$ cat src/rtl/iobf_pkg.sv
`timescale 1ns / 1ps
// ----------------------------------------------------------------------------
// iobf_pkg
// Shared types and constants of the overlap box filter.
// ----------------------------------------------------------------------------
package iobf_pkg;

    localparam int DEF_MAX_BOXES = 64;

    localparam int CMD_W     = 2;
    localparam int POS_W     = 13;
    localparam int COORD_W   = 14;
    localparam int SIZE_W    = 12;
    localparam int REG_W     = 12;
    localparam int REG_IDX_W = 2;
    localparam int EDGE_W    = 15;
    localparam int AREA_W    = 24;
    localparam int CMP_W     = 27;

    localparam int S_TDATA_W = 56;
    localparam int S_TUSER_W = 2;
    localparam int M_TDATA_W = 56;
    localparam int M_TUSER_W = 2;

    typedef enum logic [CMD_W-1:0] {
        CMD_CLEAR   = 2'd0,
        CMD_PRELOAD = 2'd1,
        CMD_FILTER  = 2'd2,
        CMD_UNUSED  = 2'd3
    } cmd_t;

    localparam logic [REG_IDX_W-1:0] REG_ROI_X      = 2'd0;
    localparam logic [REG_IDX_W-1:0] REG_ROI_Y      = 2'd1;
    localparam logic [REG_IDX_W-1:0] REG_WIN_WIDTH  = 2'd2;
    localparam logic [REG_IDX_W-1:0] REG_WIN_HEIGHT = 2'd3;

    typedef struct packed {
        logic [COORD_W-1:0] x;
        logic [COORD_W-1:0] y;
        logic [SIZE_W-1:0]  w;
        logic [SIZE_W-1:0]  h;
    } box_t;

    typedef struct packed {
        logic busy;
        logic hit;
    } ovl_status_t;

endpackage

$ cat src/rtl/iou_overlap_box_filter.sv
`timescale 1ns / 1ps
// ----------------------------------------------------------------------------
// iou_overlap_box_filter
// Box store with intersection-over-union suppression of new detections.
// ----------------------------------------------------------------------------
// Usage: command words enter on the s_ stream (command in s_tuser), one result
// word per command leaves on the m_ stream. A clear word empties the store, a
// preload word appends its box, and a filter word builds a candidate from the
// offset plus region origin and configured window size and appends it only if
// no stored box overlaps it by more than 0.2 IoU. Full stores take no box.
// Timing: clear, preload and unused words go from acceptance straight to the
// result state. A filter word reads the box RAM one entry per cycle through
// the RAM read port into the three-stage overlap pipeline, and the scan ends
// when every entry was read and the pipeline has drained. One word is in work
// at a time; the next word is accepted in the cycle after the result is
// loaded into the output register.
// Stall: a result waits in the output register while m_tready is low; the
// block holds in its result state only if a second result is ready and the
// first has not yet been taken.
// Reset: the store is emptied (count zero) and the registers take their
// defaults: region origin (144, 206), window 64 by 64. No clearing pass is
// needed; only entries below the count are ever read. Configuration must be
// written via cfg_wr_en/cfg_index/cfg_data only while idle; nothing checks it.
// ----------------------------------------------------------------------------
module iou_overlap_box_filter #(
    parameter int MAX_BOXES = iobf_pkg::DEF_MAX_BOXES
) (
    input  logic                              clk,
    input  logic                              rst_n,
    // Configuration write port.
    input  logic                              cfg_wr_en,
    input  logic [iobf_pkg::REG_IDX_W-1:0]    cfg_index,
    input  logic [iobf_pkg::REG_W-1:0]        cfg_data,
    // Input words.
    input  logic                              s_tvalid,
    output logic                              s_tready,
    // s_tdata fields from bit 0: pos_x, pos_y, box_width, box_height, zero fill
    input  logic [iobf_pkg::S_TDATA_W-1:0]    s_tdata,
    // s_tuser fields from bit 0: command
    input  logic [iobf_pkg::S_TUSER_W-1:0]    s_tuser,
    // Result words.
    output logic                              m_tvalid,
    input  logic                              m_tready,
    // m_tdata fields from bit 0: out_x, out_y, out_width, out_height, zero fill
    output logic [iobf_pkg::M_TDATA_W-1:0]    m_tdata,
    // m_tuser fields from bit 0: accepted, store_full
    output logic [iobf_pkg::M_TUSER_W-1:0]    m_tuser
);
    import iobf_pkg::*;

    localparam int AW = (MAX_BOXES > 1) ? $clog2(MAX_BOXES) : 1;
    localparam int CW = $clog2(MAX_BOXES + 1);

    typedef enum logic [2:0] {
        ST_IDLE   = 3'b001,
        ST_SCAN   = 3'b010,
        ST_RESULT = 3'b100
    } state_t;

    state_t            state_reg, state_next;
    logic [REG_W-1:0]  roi_x_reg, roi_y_reg, win_w_reg, win_h_reg;
    logic [CW-1:0]     count_reg, count_next;
    logic [CW-1:0]     rd_idx_reg, rd_idx_next;
    logic              hit_reg, hit_next;
    logic              v1_reg;
    cmd_t              cmd_reg;
    box_t              box_reg;
    logic [AREA_W-1:0] area2_reg;
    logic              m_valid_reg, m_valid_next;
    logic [M_TDATA_W-1:0] m_data_reg;
    logic [M_TUSER_W-1:0] m_user_reg;

    cmd_t              in_cmd;
    logic [POS_W-1:0]  in_px, in_py;
    logic [SIZE_W-1:0] in_w, in_h;
    box_t              in_box;
    logic              in_fire;
    logic              rd_en;
    logic              scan_done;
    logic              out_load;
    logic              keep, has_room, append;
    logic [$bits(box_t)-1:0] ram_rdata;
    ovl_status_t       ovl;

    // ------------------------------------------------------------------
    // Input decode
    // ------------------------------------------------------------------
    assign in_cmd = cmd_t'(s_tuser[CMD_W-1:0]);
    assign in_px  = s_tdata[POS_W-1:0];
    assign in_py  = s_tdata[2*POS_W-1:POS_W];
    assign in_w   = s_tdata[2*POS_W+SIZE_W-1:2*POS_W];
    assign in_h   = s_tdata[2*POS_W+2*SIZE_W-1:2*POS_W+SIZE_W];

    always_comb
    begin
        in_box = '0;
        unique case (in_cmd)
            CMD_PRELOAD:
            begin
                in_box.x = COORD_W'(in_px);
                in_box.y = COORD_W'(in_py);
                in_box.w = in_w;
                in_box.h = in_h;
            end
            CMD_FILTER:
            begin
                in_box.x = COORD_W'(in_px) + COORD_W'(roi_x_reg);
                in_box.y = COORD_W'(in_py) + COORD_W'(roi_y_reg);
                in_box.w = win_w_reg;
                in_box.h = win_h_reg;
            end
            default:
            begin
                in_box = '0;
            end
        endcase
    end

    assign s_tready = (state_reg == ST_IDLE);
    assign in_fire  = s_tvalid && s_tready;

    // ------------------------------------------------------------------
    // Scan of the stored boxes: one RAM read per cycle into the overlap
    // pipeline. The scan ends once every entry was read and the pipeline
    // has drained, so the hit flag is final.
    // ------------------------------------------------------------------
    assign rd_en     = (state_reg == ST_SCAN) && (rd_idx_reg < count_reg);
    assign scan_done = (rd_idx_reg >= count_reg) && !v1_reg && !ovl.busy;

    iobf_ram #(
        .WIDTH ($bits(box_t)),
        .DEPTH (MAX_BOXES)
    ) u_store (
        .clk     (clk),
        .wr_en   (out_load && append),
        .wr_addr (count_reg[AW-1:0]),
        .wr_data (box_reg),
        .rd_en   (rd_en),
        .rd_addr (rd_idx_reg[AW-1:0]),
        .rd_data (ram_rdata)
    );

    iobf_overlap u_overlap (
        .clk       (clk),
        .rst_n     (rst_n),
        .in_valid  (v1_reg),
        .stored    (box_t'(ram_rdata)),
        .cand      (box_reg),
        .cand_area (area2_reg),
        .status    (ovl)
    );

    // ------------------------------------------------------------------
    // Result and store update. The store is only written here, after the
    // scan has finished, so reads and writes of one entry never overlap.
    // ------------------------------------------------------------------
    assign out_load = (state_reg == ST_RESULT) && (!m_valid_reg || m_tready);
    assign keep     = (cmd_reg == CMD_PRELOAD) || ((cmd_reg == CMD_FILTER) && !hit_reg);
    assign has_room = (count_reg < CW'(MAX_BOXES));
    assign append   = keep && has_room;

    always_comb
    begin
        state_next   = state_reg;
        count_next   = count_reg;
        rd_idx_next  = rd_idx_reg;
        hit_next     = hit_reg || ovl.hit;
        m_valid_next = m_valid_reg && !m_tready;
        unique case (state_reg)
            ST_IDLE:
            begin
                if (in_fire)
                begin
                    rd_idx_next = '0;
                    hit_next    = 1'b0;
                    state_next  = (in_cmd == CMD_FILTER) ? ST_SCAN : ST_RESULT;
                end
            end
            ST_SCAN:
            begin
                if (rd_en)
                begin
                    rd_idx_next = rd_idx_reg + 1'b1;
                end
                if (scan_done)
                begin
                    state_next = ST_RESULT;
                end
            end
            ST_RESULT:
            begin
                if (out_load)
                begin
                    m_valid_next = 1'b1;
                    state_next   = ST_IDLE;
                    if (cmd_reg == CMD_CLEAR)
                    begin
                        count_next = '0;
                    end
                    else if (append)
                    begin
                        count_next = count_reg + 1'b1;
                    end
                end
            end
            default:
            begin
                state_next = ST_IDLE;
            end
        endcase
    end

    always_ff @(posedge clk or negedge rst_n)
    begin
        if (!rst_n)
        begin
            state_reg   <= ST_IDLE;
            count_reg   <= '0;
            rd_idx_reg  <= '0;
            hit_reg     <= 1'b0;
            v1_reg      <= 1'b0;
            m_valid_reg <= 1'b0;
            roi_x_reg   <= REG_W'(144);
            roi_y_reg   <= REG_W'(206);
            win_w_reg   <= REG_W'(64);
            win_h_reg   <= REG_W'(64);
        end
        else
        begin
            state_reg   <= state_next;
            count_reg   <= count_next;
            rd_idx_reg  <= rd_idx_next;
            hit_reg     <= hit_next;
            v1_reg      <= rd_en;
            m_valid_reg <= m_valid_next;
            if (cfg_wr_en)
            begin
                unique case (cfg_index)
                    REG_ROI_X:      roi_x_reg <= cfg_data;
                    REG_ROI_Y:      roi_y_reg <= cfg_data;
                    REG_WIN_WIDTH:  win_w_reg <= cfg_data;
                    REG_WIN_HEIGHT: win_h_reg <= cfg_data;
                    default:        roi_x_reg <= roi_x_reg;
                endcase
            end
        end
    end

    // Payload registers.
    always_ff @(posedge clk)
    begin
        if (in_fire)
        begin
            cmd_reg   <= in_cmd;
            box_reg   <= in_box;
            area2_reg <= AREA_W'(win_w_reg) * AREA_W'(win_h_reg);
        end
        if (out_load)
        begin
            m_data_reg <= {(M_TDATA_W - $bits(box_t))'(0),
                           box_reg.h, box_reg.w, box_reg.y, box_reg.x};
            m_user_reg <= {keep && !has_room, append};
        end
    end

    assign m_tvalid = m_valid_reg;
    assign m_tdata  = m_data_reg;
    assign m_tuser  = m_user_reg;

    // ------------------------------------------------------------------
    // Assertions
    // ------------------------------------------------------------------
    a_count_bound: assert property (@(posedge clk) disable iff (!rst_n)
        count_reg <= CW'(MAX_BOXES))
        else $error("box count exceeds store depth");

    a_flags_exclusive: assert property (@(posedge clk) disable iff (!rst_n)
        m_tvalid |-> !(m_tuser[0] && m_tuser[1]))
        else $error("result both accepted and dropped");

    a_append_count: assert property (@(posedge clk) disable iff (!rst_n)
        (out_load && append) |=> (count_reg == CW'($past(count_reg) + 1'b1)))
        else $error("append did not advance the box count");

    a_clear_count: assert property (@(posedge clk) disable iff (!rst_n)
        (out_load && (cmd_reg == CMD_CLEAR)) |=> (count_reg == '0))
        else $error("clear did not empty the store");

    a_scan_reads: assert property (@(posedge clk) disable iff (!rst_n)
        (state_reg != ST_SCAN) |-> !rd_en)
        else $error("store read outside of a scan");

endmodule

$ cat src/rtl/iobf_ram.sv
`timescale 1ns / 1ps
// ----------------------------------------------------------------------------
// iobf_ram
// Simple dual-port RAM: one write port, one read port with registered data.
// ----------------------------------------------------------------------------
module iobf_ram #(
    parameter int WIDTH = 8,
    parameter int DEPTH = 2,
    localparam int AW = (DEPTH > 1) ? $clog2(DEPTH) : 1
) (
    input  logic             clk,
    input  logic             wr_en,
    input  logic [AW-1:0]    wr_addr,
    input  logic [WIDTH-1:0] wr_data,
    input  logic             rd_en,
    input  logic [AW-1:0]    rd_addr,
    output logic [WIDTH-1:0] rd_data
);

    logic [WIDTH-1:0] mem [DEPTH];

    always_ff @(posedge clk)
    begin
        if (wr_en)
        begin
            mem[wr_addr] <= wr_data;
        end
        if (rd_en)
        begin
            rd_data <= mem[rd_addr];
        end
    end

endmodule

$ cat src/rtl/iobf_overlap.sv
`timescale 1ns / 1ps
// ----------------------------------------------------------------------------
// iobf_overlap
// Pipelined overlap test of one stored box against the candidate per cycle.
// ----------------------------------------------------------------------------
module iobf_overlap (
    input  logic                         clk,
    input  logic                         rst_n,
    input  logic                         in_valid,
    input  iobf_pkg::box_t               stored,
    input  iobf_pkg::box_t               cand,
    input  logic [iobf_pkg::AREA_W-1:0]  cand_area,
    output iobf_pkg::ovl_status_t        status
);
    import iobf_pkg::*;

    logic [EDGE_W-1:0] a_right, a_bottom, b_right, b_bottom;
    logic [EDGE_W-1:0] right, bottom, left, top;
    logic              disjoint;
    logic [SIZE_W-1:0] iw, ih;

    logic              va_reg;
    logic [SIZE_W-1:0] iw_reg, ih_reg, aw_reg, ah_reg;
    logic              vb_reg;
    logic [AREA_W-1:0] inter_reg, area1_reg;
    logic [CMP_W-1:0]  lhs, rhs;

    // Stage one: edges of the intersection. Disjoint boxes give zero width.
    always_comb
    begin
        a_right  = EDGE_W'(stored.x) + EDGE_W'(stored.w);
        a_bottom = EDGE_W'(stored.y) + EDGE_W'(stored.h);
        b_right  = EDGE_W'(cand.x) + EDGE_W'(cand.w);
        b_bottom = EDGE_W'(cand.y) + EDGE_W'(cand.h);
        disjoint = (EDGE_W'(stored.x) > b_right) || (EDGE_W'(stored.y) > b_bottom)
                || (a_right < EDGE_W'(cand.x)) || (a_bottom < EDGE_W'(cand.y));
        right    = (a_right < b_right) ? a_right : b_right;
        bottom   = (a_bottom < b_bottom) ? a_bottom : b_bottom;
        left     = (stored.x > cand.x) ? EDGE_W'(stored.x) : EDGE_W'(cand.x);
        top      = (stored.y > cand.y) ? EDGE_W'(stored.y) : EDGE_W'(cand.y);
        iw       = disjoint ? '0 : SIZE_W'(right - left);
        ih       = disjoint ? '0 : SIZE_W'(bottom - top);
    end

    always_ff @(posedge clk or negedge rst_n)
    begin
        if (!rst_n)
        begin
            va_reg <= 1'b0;
            vb_reg <= 1'b0;
        end
        else
        begin
            va_reg <= in_valid;
            vb_reg <= va_reg;
        end
    end

    always_ff @(posedge clk)
    begin
        iw_reg    <= iw;
        ih_reg    <= ih;
        aw_reg    <= stored.w;
        ah_reg    <= stored.h;
        // Stage two: intersection area and stored box area.
        inter_reg <= AREA_W'(iw_reg) * AREA_W'(ih_reg);
        area1_reg <= AREA_W'(aw_reg) * AREA_W'(ah_reg);
    end

    // Stage three: IoU above one fifth, written as 6*inter > area1 + area2.
    always_comb
    begin
        lhs         = (CMP_W'(inter_reg) << 2) + (CMP_W'(inter_reg) << 1);
        rhs         = CMP_W'(area1_reg) + CMP_W'(cand_area);
        status.hit  = vb_reg && (lhs > rhs);
        status.busy = va_reg || vb_reg;
    end

endmodule
$ cat config.mk
export PLATFORM = sky130hd
export DESIGN_NAME = iou_overlap_box_filter
export DESIGN_NICKNAME = d
export VERILOG_FILES = /design/src/rtl/iobf_pkg.sv /design/src/rtl/iou_overlap_box_filter.sv /design/src/rtl/iobf_ram.sv /design/src/rtl/iobf_overlap.sv
export SDC_FILE = /design/constraint.sdc
export NUM_CORES = 2
export LEC_CHECK = 0
export BUFFER_PORTS_ARGS = -buffer_cell sky130_fd_sc_hd__buf_2
export CORE_ASPECT_RATIO = 1.2
export CORE_MARGIN = 1
export CORE_UTILIZATION = 63
export CTS_CLUSTER_SIZE = 8
export DETAILED_ROUTE_END_ITERATION = 8
export PLACE_DENSITY = 0.79
export SKIP_LAST_GASP = 1
export SYNTH_ARGS = -nofsm -noshare
export SYNTH_HDL_FRONTEND = slang
export SYNTH_SLANG_ARGS = --single-unit
export TNS_END_PERCENT = 50
$ cat constraint.sdc
create_clock -name clk -period 11.8 [get_ports clk]
set_input_delay 0.59 -clock clk [delete_from_list [all_inputs] [get_ports clk]]
set_output_delay 0.59 -clock clk [all_outputs]
set_load 0.02 [all_outputs]
==> metrics.csv <==
metric;value;unit
outcome;finished, violations left;
violations;design-rule violations;
antenna_left;0;
post-cts-setup-buffers;0;
die_x;463;um
highest-signal-layer;met5;
drt-vias-per-instance;7.40;
max_freq;126;MHz
yosysTopAreaCellShare;65.7;%
synthesis.instances;8322;
grt_first_pass_wirelength;711000;um
max-slew-margin-rel;13.7;%
netlist_top_cells_area;sky130_fd_sc_hd__edfxtp_1, sky130_fd_sc_hd__mux4_2, sky130_fd_sc_hd__fa_1;
required;12620;ps
largest_register_ffs;3328;
setup-violations-final;0;
start_util;63.5;%
starting_drt_drc_count;15200;
synth_compound_area_share;2.47;%
numClockSinks;3678;
hold_path.class;primary input to flip-flop;
vias;91600;
worstSetupPathType;flip-flop to flip-flop;
drtPass1Iterations;9;
dominant_combinational_cell_family_by_area_after_synthesis;multiplexers;
total_power;39.8;mW
worstPathMaxFanout;66;
placedCellCount;11700;
synth-warning-count;0;
post-route-drc-count;11;
ff_latch_area;109000;um^2
grt_util_all_layers;40.2;%
synth_xor_area_share;0.971;%
timing.final.max_slew_violations;0;
final.setup.tns;0;ps
final_layout_size_suffix_gt1_share;24.3;%
die_area;257000;um^2
synth_enable_flop_cells;3512;
grt_setup_unrepaired;false;
static-leakage-power;61.2;nW
ctsRootBufferMaster;sky130_fd_sc_hd__clkbuf_16;
hpwlAfterDp;259000;um
setup_slack;3840;ps
arrival;8780;ps
synth_fa_ha_area_share;7.45;%
netlist-cell-type-count;85;
synthDominantAreaCellType;sky130_fd_sc_hd__edfxtp_1;
row_count;202;
pre_cts_ws;3960;ps
syn_area;161000;um^2
met3_length;67400;um
worst_path_max_delay_cell;sky130_fd_sc_hd__and2_1;
areaGrowthSynthToFinish;12.8;%
clock_tree_from_tritoncts;built;
io_buffer_count;126;
yosysSeqAreaShare;68.0;%
power.ir.vdd_worst;0.000443;V
post_synthesis_share_of_cell_area_spent_on_and_or_nand_and_nor_gates;3.16;%
post-route-min-period;7960;ps
floorplan.io_pins;137;
htree_num_levels;6;
chipHeight;555;um
grt_overflow;0;
grt_pass1_vias;93200;
synthMuxAreaShare;15.9;%
synthFlopType;sky130_fd_sc_hd__edfxtp_1;
kind_of_capture_point_of_the_worst_setup_path;flip-flop;
floorplan.core_area;253000;um^2
finalWeightedCongestion;0.927;
clkSlewWorstSetupHoldPaths;50;ps
hold_viol_final;0;
multiInputGateArea;48500;um^2
nFillCells;13900;
detail_route.wirelength.met1;160000;um
clk_lat_worst_skew;960;ps
post-synth-top-count-cell;sky130_fd_sc_hd__edfxtp_1;
cp_slowest_stage_delay;510;ps
synth_seq_cells;3678;
syn_area_per_cell;19.3;um^2
crit_path_start_kind;flip-flop;
fin_crit_share;67.5;%
fin_skew;59.0;ps
cts-buffers-inserted;534;
ys_top_cells_by_count;sky130_fd_sc_hd__edfxtp_1, sky130_fd_sc_hd__mux4_2, sky130_fd_sc_hd__inv_1, sky130_fd_sc_hd__ha_1, sky130_fd_sc_hd__nand2_1;
finalNetCount;9699;
grt_max_degree;145;
total_power_divided_by_cell_area;220;nW/um^2
worst_pin_slew;1300;ps
route.detailed.wl_per_inst;41.4;um
registers.top_by_ff_count;u_store.mem;
synth_async_sr_flop_share;1.90;%
wl;512000;um
post_layout_nonfiller_instances;12400;
met2RoutedLength;241000;um
antenna_found_initial;46;
maxCapViolCount;0;
cts-root-to-sink-buffers;4;
cell type report:
type	count	share of cell area (%)
Sequential cell	3678	60.3
Multi-Input combinational cell	3760	26.8
Clock buffer	631	7.83
Tap cell	3366	2.33
Timing Repair Buffer	354	1.37
Inverter	529	1.10
Clock inverter	31	0.243
Antenna cell	21	0.0290
cells by family after synthesis:
family	count (synthesis)
AOI/OAI and AO/OA	582
xor gates and xnor gates	178
adders and majority gates	771
buffers and inverters	887
DFF	3678
muxes	1175
other	1
and+or+nand+nor	1050
critical path, delay by kind of cell, from the launching register on:
family                   cells  cell delay (ps)
AO/OA/AOI/OAI               15             3230
XOR/XNOR                     2              580
adder cells (fa/ha/maj)      6             2110
buffers and inverters        1              320
flip-flops                   1              370
multiplexers                 1              430
AND/OR/NAND/NOR              3              730
layer usage:
| layer | up-vias | GRT usage, % |
|---|---|---|
| li1 | 34000 | - |
| met4 | 30 | 27.5 |
| met5 | - | 0.636 |
| met2 | 8566 | 62.7 |
| met3 | 2194 | 12.3 |
| met1 | 46800 | 48.5 |
layout by cell type, fill, tap and decap left out, types with 21 or more instances in the layout:
cell type	Yosys	layout
sky130_fd_sc_hd__ha_1	455	455
sky130_fd_sc_hd__nor2b_1	43	41
sky130_fd_sc_hd__a21o_1	79	79
sky130_fd_sc_hd__nor3_1	50	47
sky130_fd_sc_hd__dfxtp_1	96	96
sky130_fd_sc_hd__edfxtp_1	3512	3512
sky130_fd_sc_hd__nor2_4	0	61
sky130_fd_sc_hd__nor2_1	203	142
sky130_fd_sc_hd__fa_1	310	310
sky130_fd_sc_hd__inv_1	528	526
sky130_fd_sc_hd__nand2b_1	27	27
sky130_fd_sc_hd__o21bai_1	28	28
sky130_fd_sc_hd__buf_2	4	125
sky130_fd_sc_hd__clkbuf_16	0	554
sky130_fd_sc_hd__o21a_1	32	32
sky130_fd_sc_hd__buf_4	4	206
sky130_fd_sc_hd__and2_1	185	185
sky130_fd_sc_hd__a21oi_1	144	144
sky130_fd_sc_hd__xnor2_1	124	124
sky130_fd_sc_hd__mux2_2	52	52
sky130_fd_sc_hd__mux2i_1	31	31
sky130_fd_sc_hd__clkbuf_1	260	75
sky130_fd_sc_hd__nand2_1	369	369
sky130_fd_sc_hd__a22o_1	34	34
sky130_fd_sc_hd__o21ai_0	100	100
sky130_fd_sc_hd__nand3_1	59	59
sky130_fd_sc_hd__diode_2	0	21
sky130_fd_sc_hd__xor2_1	54	54
sky130_fd_sc_hd__mux4_2	1092	1092
sky130_fd_sc_hd__dfrtp_1	60	54
timing repair:
item	in CTS	in global routing
hold endpoints to repair	103	0
gates resized for setup	0	0
hold buffers	15	0
power breakdown:
part | switching [mW] | leakage, nW | total (mW) | internal (mW)
registers | 0.504 | 33.3 | 16.0 | 15.5
clock network | 5.72 | 7.13 | 14.1 | 8.37
logic | 5.71 | 20.7 | 9.76 | 4.06
total | 11.9 | 61.2 | 39.8 | 27.9
metrics by stage:
step | instance area [um^2] | util [%] | hold slack, ps
after floorplan | 161000 | - | 294
after global placement | 166000 | 65.7 | 358
after detailed placement | 166000 | 65.7 | 368
after CTS | 181000 | 71.5 | 9.30
after global routing | 181000 | 71.6 | 3.90
final | 181000 | 71.6 | 28.9
worst paths after layout:
kind                                               start                              end  depth (start not counted)  slack, ps
max in group asynchronous                          rst_n        rd_idx_reg[1]$_DFFE_PN0P_                          2      10650
min in group asynchronous                          rst_n         win_w_reg[1]$_DFFE_PN0P_                          2        380
hold reg to reg            u_store.rd_data[20]$_DFFE_PP_      u_overlap.aw_reg[8]$_DFF_P_                          0        380
setup / recovery                    box_reg[0]$_DFFE_PP_  u_overlap.ih_reg[11]$_SDFF_PP0_                         28       3840
hold / removal                               s_tdata[22]            box_reg[33]$_DFFE_PP_                          2         30
setup reg to reg                    box_reg[0]$_DFFE_PP_  u_overlap.ih_reg[11]$_SDFF_PP0_                         28       3840
No activity file was read; power rests on OpenSTA's default activity.
